[config.mk]
export PLATFORM = sky130hd
export DESIGN_NAME = timer_table_scheduler_core
export DESIGN_NICKNAME = d
export VERILOG_FILES = /design/src/sv/tts_pkg.sv /design/src/sv/tts_alu.sv /design/src/sv/timer_table_scheduler_core.sv
export VERILOG_INCLUDE_DIRS = /design/src /design/src/sv
export SDC_FILE = /design/constraint.sdc
export NUM_CORES = 2
export LEC_CHECK = 0
export ABC_CLOCK_PERIOD_IN_PS = 20900
export BUFFER_PORTS_ARGS = -buffer_cell sky130_fd_sc_hd__buf_2
export CORE_MARGIN = 1
export CORE_UTILIZATION = 45
export CTS_CLUSTER_DIAMETER = 150
export CTS_CLUSTER_SIZE = 14
export DETAILED_ROUTE_END_ITERATION = 12
export HOLD_SLACK_MARGIN = 0.03
export SLEW_MARGIN = 5
export SYNTH_ARGS = -nofsm -noshare
export SYNTH_HDL_FRONTEND = slang
export SYNTH_SLANG_ARGS = --single-unit
[constraint.sdc]
create_clock -name i_clk -period 20.9 [get_ports i_clk]
set_clock_uncertainty 0.05 [all_clocks]
set_input_delay 4.18 -clock i_clk [delete_from_list [all_inputs] [get_ports i_clk]]
set_output_delay 4.18 -clock i_clk [all_outputs]
set_load 0.02 [all_outputs]
[src/sv/assert_macros.svh]
// Assertion macros used by the RTL of the timer table scheduler.
`ifndef ASSERT_MACROS_SVH
`define ASSERT_MACROS_SVH
`ifndef SYNTHESIS
// Property that must hold at every clock edge outside reset.
`define ASSERT_ALWAYS(lbl, clk, rst_n, expr) \
    lbl: assert property (@(posedge clk) disable iff (!rst_n) (expr)) \
        else $error("assertion failed: %m");
// Same-cycle implication checked at every clock edge outside reset.
`define ASSERT_IMPLY(lbl, clk, rst_n, ante, cons) \
    lbl: assert property (@(posedge clk) disable iff (!rst_n) (ante) |-> (cons)) \
        else $error("assertion failed: %m");
`else
`define ASSERT_ALWAYS(lbl, clk, rst_n, expr)
`define ASSERT_IMPLY(lbl, clk, rst_n, ante, cons)
`endif
`endif

[src/sv/tts_pkg.sv]
// Types, codes and constants of the timer table scheduler.
package tts_pkg;

    localparam int SLOTS   = 16;
    localparam int IDX_W   = (SLOTS > 1) ? $clog2(SLOTS) : 1;
    localparam int TIME_W  = 48;
    localparam int DELAY_W = 32;
    localparam int ID_W    = 31;

    localparam logic [ID_W-1:0] ID_FIRST = ID_W'(1);
    localparam logic [ID_W-1:0] ID_MAX   = {ID_W{1'b1}};

    // Request codes
    typedef enum logic [1:0] {
        REQ_SCHED  = 2'd0,
        REQ_CANCEL = 2'd1,
        REQ_TICK   = 2'd2,
        REQ_CLEAR  = 2'd3
    } t_req;

    // Result kinds
    typedef enum logic [1:0] {
        KIND_SCHED = 2'd0,
        KIND_FIRED = 2'd1,
        KIND_DONE  = 2'd2,
        KIND_REPLY = 2'd3
    } t_kind;

    // Result status codes
    typedef enum logic [1:0] {
        ST_OK       = 2'd0,
        ST_FULL     = 2'd1,
        ST_NOTFOUND = 2'd2
    } t_status;

    // Sequencer states
    typedef enum logic [6:0] {
        S_IDLE   = 7'b0000001,
        S_FREE   = 7'b0000010,
        S_WRITE  = 7'b0000100,
        S_CANCEL = 7'b0001000,
        S_PEND   = 7'b0010000,
        S_MIN    = 7'b0100000,
        S_UPD    = 7'b1000000
    } t_state;

    // Operands of the shared time/id unit
    typedef struct packed {
        logic [TIME_W-1:0]  now;
        logic [DELAY_W-1:0] addend;
        logic [TIME_W-1:0]  due;
        logic [ID_W-1:0]    id_a;
        logic [ID_W-1:0]    id_b;
    } t_alu_in;

    // Results of the shared time/id unit
    typedef struct packed {
        logic [TIME_W-1:0] due_next;
        logic              due_le;
        logic              id_lt;
    } t_alu_out;

endpackage

[src/sv/tts_alu.sv]
// Shared time/id unit: saturating due-time add, due compare, identifier compare.
module tts_alu (
    input  tts_pkg::t_alu_in  i_op,
    output tts_pkg::t_alu_out o_res
);

    logic [tts_pkg::TIME_W:0] w_sum;

    // now + addend, clamped at the largest time value
    assign w_sum = {1'b0, i_op.now} + {{(tts_pkg::TIME_W + 1 - tts_pkg::DELAY_W){1'b0}},
                                       i_op.addend};

    always_comb begin
        o_res.due_next = w_sum[tts_pkg::TIME_W] ? {tts_pkg::TIME_W{1'b1}}
                                                : w_sum[tts_pkg::TIME_W-1:0];
        o_res.due_le   = (i_op.due <= i_op.now);
        o_res.id_lt    = (i_op.id_a < i_op.id_b);
    end

endmodule

[src/sv/timer_table_scheduler_core.sv]
// Top level of the timer table scheduler: slot table, sequencer and result register.
//
//  channel | direction | handshake         | payload
//  --------+-----------+-------------------+---------------------------------------------
//  request | in        | i_valid / o_stall | i_req_type i_now_ms i_delay_ms i_repeating
//          |           |                   | i_target_id
//  result  | out       | o_valid / i_stall | o_kind o_timer_id o_status o_any_fired o_last
//
// One request at a time; a sequencer walks the slots one per cycle through a shared
// add/compare unit. A schedule scans for the lowest free slot and then writes it; a cancel
// scans for the matching entry. A tick runs a due scan, then one min-id scan per firing timer
// plus a final one, and an update step after each hit; results wait in the output register.
// Reset (synchronous, active low) empties the table and restarts identifiers at 1.
// A stalled result holds the sequencer; o_stall stays high until the last result leaves.
`include "assert_macros.svh"
module timer_table_scheduler_core (
    input  logic                         i_clk,
    input  logic                         i_rst_n,
    input  logic                         i_valid,
    output logic                         o_stall,
    input  logic [1:0]                   i_req_type,
    input  logic [tts_pkg::TIME_W-1:0]   i_now_ms,
    input  logic [tts_pkg::DELAY_W-1:0]  i_delay_ms,
    input  logic                         i_repeating,
    input  logic [tts_pkg::ID_W-1:0]     i_target_id,
    output logic                         o_valid,
    input  logic                         i_stall,
    output logic [1:0]                   o_kind,
    output logic [tts_pkg::ID_W-1:0]     o_timer_id,
    output logic [1:0]                   o_status,
    output logic                         o_any_fired,
    output logic                         o_last
);

    localparam logic [tts_pkg::IDX_W-1:0] LAST_IDX = tts_pkg::IDX_W'(tts_pkg::SLOTS - 1);

    // Slot table
    logic [tts_pkg::SLOTS-1:0]   r_live, n_live;
    logic [tts_pkg::ID_W-1:0]    r_slot_ident    [tts_pkg::SLOTS];
    logic [tts_pkg::TIME_W-1:0]  r_slot_due      [tts_pkg::SLOTS];
    logic [tts_pkg::DELAY_W-1:0] r_slot_interval [tts_pkg::SLOTS];
    logic                        r_slot_periodic [tts_pkg::SLOTS];

    // Sequencer and latched request
    tts_pkg::t_state             r_state, n_state;
    tts_pkg::t_req               r_op, n_op;
    logic [tts_pkg::TIME_W-1:0]  r_now, n_now;
    logic [tts_pkg::DELAY_W-1:0] r_delay, n_delay;
    logic                        r_rep, n_rep;
    logic [tts_pkg::ID_W-1:0]    r_target, n_target;
    logic [tts_pkg::IDX_W-1:0]   r_idx, n_idx;
    logic [tts_pkg::IDX_W-1:0]   r_best, n_best;
    logic [tts_pkg::ID_W-1:0]    r_best_id, n_best_id;
    logic                        r_found, n_found;
    logic [tts_pkg::SLOTS-1:0]   r_pend, n_pend;
    logic                        r_any, n_any;
    logic [tts_pkg::ID_W-1:0]    r_next_id, n_next_id;

    // Result register
    logic                        r_o_valid, n_o_valid;
    tts_pkg::t_kind              r_o_kind, n_o_kind;
    logic [tts_pkg::ID_W-1:0]    r_o_id, n_o_id;
    tts_pkg::t_status            r_o_status, n_o_status;
    logic                        r_o_any, n_o_any;
    logic                        r_o_last, n_o_last;

    // Slot write controls
    logic                        w_wr_new;
    logic                        w_wr_due;
    logic [tts_pkg::IDX_W-1:0]   w_rd_idx;
    tts_pkg::t_alu_in            w_alu_in;
    tts_pkg::t_alu_out           w_alu_out;

    // Result kinds seen by the checks
    logic                        w_out_done;
    logic                        w_out_fired;

    // Single read address into the slot table
    assign w_rd_idx = (r_state == tts_pkg::S_UPD || r_state == tts_pkg::S_WRITE) ? r_best
                                                                                  : r_idx;

    always_comb begin
        w_alu_in.now    = r_now;
        w_alu_in.addend = (r_op == tts_pkg::REQ_SCHED) ? r_delay : r_slot_interval[w_rd_idx];
        w_alu_in.due    = r_slot_due[w_rd_idx];
        w_alu_in.id_a   = r_slot_ident[w_rd_idx];
        w_alu_in.id_b   = r_best_id;
    end

    tts_alu u_alu (
        .i_op  (w_alu_in),
        .o_res (w_alu_out)
    );

    // Sequencer
    always_comb begin
        n_state    = r_state;
        n_op       = r_op;
        n_now      = r_now;
        n_delay    = r_delay;
        n_rep      = r_rep;
        n_target   = r_target;
        n_idx      = r_idx;
        n_best     = r_best;
        n_best_id  = r_best_id;
        n_found    = r_found;
        n_pend     = r_pend;
        n_any      = r_any;
        n_next_id  = r_next_id;
        n_live     = r_live;
        n_o_valid  = r_o_valid;
        n_o_kind   = r_o_kind;
        n_o_id     = r_o_id;
        n_o_status = r_o_status;
        n_o_any    = r_o_any;
        n_o_last   = r_o_last;
        w_wr_new   = 1'b0;
        w_wr_due   = 1'b0;

        case (r_state)
            tts_pkg::S_IDLE: begin
                if (r_o_valid) begin
                    // wait for the result to be taken
                    if (!i_stall) begin
                        n_o_valid = 1'b0;
                        if (!r_o_last) begin
                            n_idx   = '0;
                            n_found = 1'b0;
                            n_state = tts_pkg::S_MIN;
                        end
                    end
                end else if (i_valid) begin
                    n_op       = tts_pkg::t_req'(i_req_type);
                    n_now      = i_now_ms;
                    n_delay    = i_delay_ms;
                    n_rep      = i_repeating;
                    n_target   = i_target_id;
                    n_idx      = '0;
                    n_found    = 1'b0;
                    n_any      = 1'b0;
                    n_o_id     = '0;
                    n_o_status = tts_pkg::ST_OK;
                    n_o_any    = 1'b0;
                    n_o_last   = 1'b1;
                    case (tts_pkg::t_req'(i_req_type))
                        tts_pkg::REQ_SCHED:  n_state = tts_pkg::S_FREE;
                        tts_pkg::REQ_CANCEL: n_state = tts_pkg::S_CANCEL;
                        tts_pkg::REQ_TICK:   n_state = tts_pkg::S_PEND;
                        default: begin
                            // clear all
                            n_live    = '0;
                            n_next_id = tts_pkg::ID_FIRST;
                            n_o_kind  = tts_pkg::KIND_REPLY;
                            n_o_valid = 1'b1;
                        end
                    endcase
                end
            end

            // lowest free slot
            tts_pkg::S_FREE: begin
                if (!r_live[r_idx]) begin
                    n_best  = r_idx;
                    n_state = tts_pkg::S_WRITE;
                end else if (r_idx == LAST_IDX) begin
                    n_o_kind   = tts_pkg::KIND_SCHED;
                    n_o_status = tts_pkg::ST_FULL;
                    n_o_valid  = 1'b1;
                    n_state    = tts_pkg::S_IDLE;
                end else begin
                    n_idx = r_idx + tts_pkg::IDX_W'(1);
                end
            end

            // store the new entry and hand out its identifier
            tts_pkg::S_WRITE: begin
                w_wr_new       = 1'b1;
                n_live[r_best] = 1'b1;
                n_o_kind       = tts_pkg::KIND_SCHED;
                n_o_id         = r_next_id;
                n_o_valid      = 1'b1;
                n_next_id      = (r_next_id == tts_pkg::ID_MAX) ? tts_pkg::ID_FIRST
                                                                : r_next_id + tts_pkg::ID_W'(1);
                n_state        = tts_pkg::S_IDLE;
            end

            // lowest live slot with a matching identifier
            tts_pkg::S_CANCEL: begin
                n_o_kind = tts_pkg::KIND_REPLY;
                if (r_live[r_idx] && r_slot_ident[r_idx] == r_target) begin
                    n_live[r_idx] = 1'b0;
                    n_o_valid     = 1'b1;
                    n_state       = tts_pkg::S_IDLE;
                end else if (r_idx == LAST_IDX) begin
                    n_o_status = tts_pkg::ST_NOTFOUND;
                    n_o_valid  = 1'b1;
                    n_state    = tts_pkg::S_IDLE;
                end else begin
                    n_idx = r_idx + tts_pkg::IDX_W'(1);
                end
            end

            // snapshot of entries due at this tick
            tts_pkg::S_PEND: begin
                n_pend[r_idx] = r_live[r_idx] && w_alu_out.due_le;
                if (r_idx == LAST_IDX) begin
                    n_idx   = '0;
                    n_found = 1'b0;
                    n_state = tts_pkg::S_MIN;
                end else begin
                    n_idx = r_idx + tts_pkg::IDX_W'(1);
                end
            end

            // pending entry with the smallest identifier, lowest slot on ties
            tts_pkg::S_MIN: begin
                if (r_pend[r_idx] && (!r_found || w_alu_out.id_lt)) begin
                    n_found   = 1'b1;
                    n_best    = r_idx;
                    n_best_id = r_slot_ident[r_idx];
                end
                if (r_idx == LAST_IDX) begin
                    if (n_found) begin
                        n_state = tts_pkg::S_UPD;
                    end else begin
                        n_o_kind   = tts_pkg::KIND_DONE;
                        n_o_id     = '0;
                        n_o_status = tts_pkg::ST_OK;
                        n_o_any    = r_any;
                        n_o_last   = 1'b1;
                        n_o_valid  = 1'b1;
                        n_state    = tts_pkg::S_IDLE;
                    end
                end else begin
                    n_idx = r_idx + tts_pkg::IDX_W'(1);
                end
            end

            // fire: re-arm a periodic entry, free a one-shot entry
            tts_pkg::S_UPD: begin
                n_pend[r_best] = 1'b0;
                if (r_slot_periodic[r_best]) begin
                    w_wr_due = 1'b1;
                end else begin
                    n_live[r_best] = 1'b0;
                end
                n_any      = 1'b1;
                n_o_kind   = tts_pkg::KIND_FIRED;
                n_o_id     = r_best_id;
                n_o_status = tts_pkg::ST_OK;
                n_o_any    = 1'b0;
                n_o_last   = 1'b0;
                n_o_valid  = 1'b1;
                n_state    = tts_pkg::S_IDLE;
            end

            default: begin
                n_state = tts_pkg::S_IDLE;
            end
        endcase
    end

    // Control and payload registers
    always_ff @(posedge i_clk) begin
        if (!i_rst_n) begin
            r_state   <= tts_pkg::S_IDLE;
            r_live    <= '0;
            r_pend    <= '0;
            r_next_id <= tts_pkg::ID_FIRST;
            r_o_valid <= 1'b0;
            r_found   <= 1'b0;
            r_any     <= 1'b0;
        end else begin
            r_state   <= n_state;
            r_live    <= n_live;
            r_pend    <= n_pend;
            r_next_id <= n_next_id;
            r_o_valid <= n_o_valid;
            r_found   <= n_found;
            r_any     <= n_any;
        end
        r_op       <= n_op;
        r_now      <= n_now;
        r_delay    <= n_delay;
        r_rep      <= n_rep;
        r_target   <= n_target;
        r_idx      <= n_idx;
        r_best     <= n_best;
        r_best_id  <= n_best_id;
        r_o_kind   <= n_o_kind;
        r_o_id     <= n_o_id;
        r_o_status <= n_o_status;
        r_o_any    <= n_o_any;
        r_o_last   <= n_o_last;
    end

    // Slot table writes
    always_ff @(posedge i_clk) begin
        if (w_wr_new) begin
            r_slot_ident[r_best]    <= r_next_id;
            r_slot_due[r_best]      <= w_alu_out.due_next;
            r_slot_interval[r_best] <= r_delay;
            r_slot_periodic[r_best] <= r_rep;
        end else if (w_wr_due) begin
            r_slot_due[r_best]      <= w_alu_out.due_next;
        end
    end

    // Ports
    assign o_stall     = (r_state != tts_pkg::S_IDLE) || r_o_valid;
    assign o_valid     = r_o_valid;
    assign o_kind      = r_o_kind;
    assign o_timer_id  = r_o_id;
    assign o_status    = r_o_status;
    assign o_any_fired = r_o_any;
    assign o_last      = r_o_last;

    assign w_out_done  = r_o_valid && (r_o_kind == tts_pkg::KIND_DONE);
    assign w_out_fired = r_o_valid && (r_o_kind == tts_pkg::KIND_FIRED);

    // Checks
    `ASSERT_ALWAYS(a_pend_live, i_clk, i_rst_n, (r_pend & ~r_live) == '0)
    `ASSERT_ALWAYS(a_next_id_nz, i_clk, i_rst_n, r_next_id != '0)
    `ASSERT_IMPLY(a_out_in_idle, i_clk, i_rst_n, r_o_valid, r_state == tts_pkg::S_IDLE)
    `ASSERT_IMPLY(a_done_last, i_clk, i_rst_n, w_out_done, r_o_last)
    `ASSERT_IMPLY(a_fired_tick, i_clk, i_rst_n, w_out_fired, !r_o_last && r_op == tts_pkg::REQ_TICK)

endmodule
==> flow_summary.yaml <==
grt:
  grt_max_degree: 127
  grt_pass1_wl_um: 349000
  grt_pass1_vias: 48700
  grt_overflow: 0
  grt_use_total: 0.244
  grt_antenna_before_repair: 7
drt:
  drtIter0Drc: 5932
  avgRoutedWirePerCell_um: 30.5
  first_pass_iters: 6
  wl_um: 242000
  drcViolationCount: 0
  via_per_inst: 6.15
  ant_nets: 0
  via_count: 48800
clock_network:
  clockBufferDepth: 3
  cts_tree: "done"
  post_cts_resized: 0
  clkTransAtPathRegs_ps: 70
  clock_latency_ps: 840
  numCtsBuffers: 165
  root_buffer: "clkbuf_16"
  ctsHtreeMaxLevel: 4
  post_cts_buffers: 0
  clock_sinks: 2063
  cts_hold_buffers: 0
synth:
  syn-num-nets: 5325
  ys_ff_latch: 2063
  ys_types: 85
  synthFlopType: "edfxtp_1"
  synth_top_family_by_area: "multiplexers"
  netlist_top_cells_area: "edfxtp_1 (67%), mux4_2 (14%), nand2_1 (2.2%)"
  synth-edff-count: 1982
  syn-instance-count: 5086
  syn_avg_cell_area_um2: 17.4
  synth_xor_area_frac: 0.00902
  async_reset_ff_frac: 0
  synth.area.mux_share: 0.159
  yosys.area.top_type_share: 0.674
  yosys.area_share.adder: 0.0172
  synth_top_area_cell: "edfxtp_1"
  synthesis.area_um2: 88300
  synthTopCellsByCount: "edfxtp_1 (1982), mux4_2 (555), nand2_1 (510), o21ai_0 (192), clkbuf_1 (187)"
  synth-simple-area-share: 0.0535
  synth.most_common_cell: "edfxtp_1"
  yosysSeqAreaShare: 0.692
  synth_compound_area_frac: 0.0496
  ys_warn_count: 0
timing:
  slew_viol_final: 0
  slew_headroom: 0.163
  fin_crit_sh: 0.484
  timing.fmax_ghz: 0.0989
  tns_ps: 0
  fin_crit_ps: 10120
  hold_viol: 0
  rsz0062_at_grt: "false"
  worst_pin_slew_ps: 1260
  setup_viol: 0
setup_path:
  critPathCaptureType: "flip-flop"
  critPathMaxFanout: 53
  cp_data_required_time_ps: 21250
  path_cells: "or4_1 > nor3_2 > buf_4 > mux2_8 > buf_4 > buf_4 > mux4_2 > nand2_1 > nand2_1 > o21ai_0 > o21ai_0 > ha_1 > inv_1 > fa_1 > nor2b_1 > o31a_1 > o31ai_1 > o211ai_1 > a21oi_1 > o31ai_1 > buf_4 > nand4_1 > buf_4 > nand3_1"
  cp_common_cell: "buf_4"
  cp_slowest_cell: "buf_4"
  arrival_ps: 10470
  critPathLaunchType: "flip-flop"
  critPathKind: "reg -> reg"
  critical_path.max_stage_delay_ps: 800
floorplan:
  rows: 162
  die_y_um: 445
  dieArea_um2: 198000
  core_um2: 195000
  io_pins: 157
  start_util: 0.453
  die_w_um: 445
pwr:
  max-vdd-ir-drop_v: 0.000125
  power.leakage_nw: 30.1
  p_per_area_nw_per_um2: 136
placement:
  routabilityCongestion: 0.885
  dpl.hpwl_um: 137000
  io_buffers: 156
worst_hold_path:
  holdCritPathClass: "reg -> reg"
cells_and_area:
  multi_input_area_um2: 25800
  seq_area_um2: 61200
  area_growth_pct: 9.74
  drive_above_1_share: 0.210
  fillers: 16100
  layout.nets: 5476
  post-route-util: 0.497
flow_run:
  maxCapViolations: 0
run_status:
  outcome: "finished clean"
[layout by cell type (no fill, tap or decap), drive strengths merged, types with 8 or more instances in the layout]
cell     count
a21oi      134
clkbuf     219
nand2      510
nor3        37
mux2i      121
a2111oi      8
nand4       43
ha         120
and2        89
o22ai       20
nor2b       24
or3          8
xnor2       53
mux2        27
a21o        32
inv        114
and3        19
dfxtp       81
buf        273
o21ai      193
nor4        16
o211ai       9
nor2       131
edfxtp    1982
xor2        38
a22oi       14
a31oi       88
o21a        11
nand3       82
nand2b      19
a211oi      99
mux4       555
[stage by stage]
stage | area (um^2) | power, mW | std cells | setup WS [ps] | hold WS (ps)
after floorplan | 88300 | 8.80 | 5086 | 13930 | 374
after global placement | 92400 | 10.3 | 7694 | 10850 | 409
after detailed placement | 92400 | 10.4 | 7694 | 10760 | 409
after CTS | 96900 | 13.2 | 7923 | 10750 | 419
after global routing | 96900 | 13.7 | 7924 | 10210 | 450
final | 96900 | 13.1 | 7924 | 10780 | 421
[sequential cells by signal, summed over array words and instances, names as in the netlist, 2 cells and up, named ones only]
| signal | cells |
|---|---|
| o_kind | 2 |
| o_status | 2 |
| o_timer_id | 31 |
| r_best | 4 |
| r_best_id | 31 |
| r_delay | 32 |
| r_idx | 4 |
| r_live | 16 |
| r_next_id | 31 |
| r_now | 48 |
| r_op | 2 |
| r_pend | 16 |
| r_slot_due | 768 |
| r_slot_ident | 496 |
| r_slot_interval | 512 |
| r_slot_periodic | 16 |
| r_state | 7 |
| r_target | 31 |
[metal layers]
layer | vias to the layer above | GRT usage | part of all wire
met4 | 2 | 0.0688 | 0.028
met1 | 25800 | 0.345 | 0.42
met5 | - | 0 | 0.000058
met2 | 1988 | 0.399 | 0.49
met3 | 339 | 0.0332 | 0.068
li1 | 20600 | - | -
[area by class of cell]
cell class	count	area share
inverter	109	0.00427
clock inverter	10	0.00128
sequential	2063	0.631
tap	2624	0.0339
antenna	1	0.0000258
clock buffer	219	0.0458
timing repair buffer	273	0.0178
multi-input combinational	2625	0.266
[report_power, final]
group	internal [mW]	switching, mW
sequential	5.58	0.237
combinational	1.50	2.93
clock	1.47	1.41
total	8.56	4.58
[logic make-up after synthesis]
group / count (synthesis)
DFF: 2063
muxes: 703
AOI/OAI and AO/OA: 689
buffers and inverters: 398
adders and majority gates: 121
xor gates and xnor gates: 91
and+or+nand+nor: 1021
[final timing paths]
check,cells past startpoint,slack [ps],start,to
worst max-delay path,24,10780,r_state[1]$_SDFFE_PN0P_,r_slot_due[8][31]$_DFFE_PP_
worst max register to register,24,10780,r_state[1]$_SDFFE_PN0P_,r_slot_due[8][31]$_DFFE_PP_
worst min register to register,2,420,r_pend[15]$_SDFFE_PN0P_,r_pend[15]$_SDFFE_PN0P_
worst min-delay path,2,420,r_pend[15]$_SDFFE_PN0P_,r_pend[15]$_SDFFE_PN0P_
[critical path, delay by kind of cell, from the launching register on]
family / cells / cell delay [ps]
buffers and inverters: 6 / 2690
multiplexers: 2 / 1250
adder cells (fa/ha/maj): 2 / 530
flip-flops: 1 / 380
AO/OA/AOI/OAI: 7 / 2440
AND/OR/NAND/NOR: 7 / 2260
(Power assumes the default switching activity.)
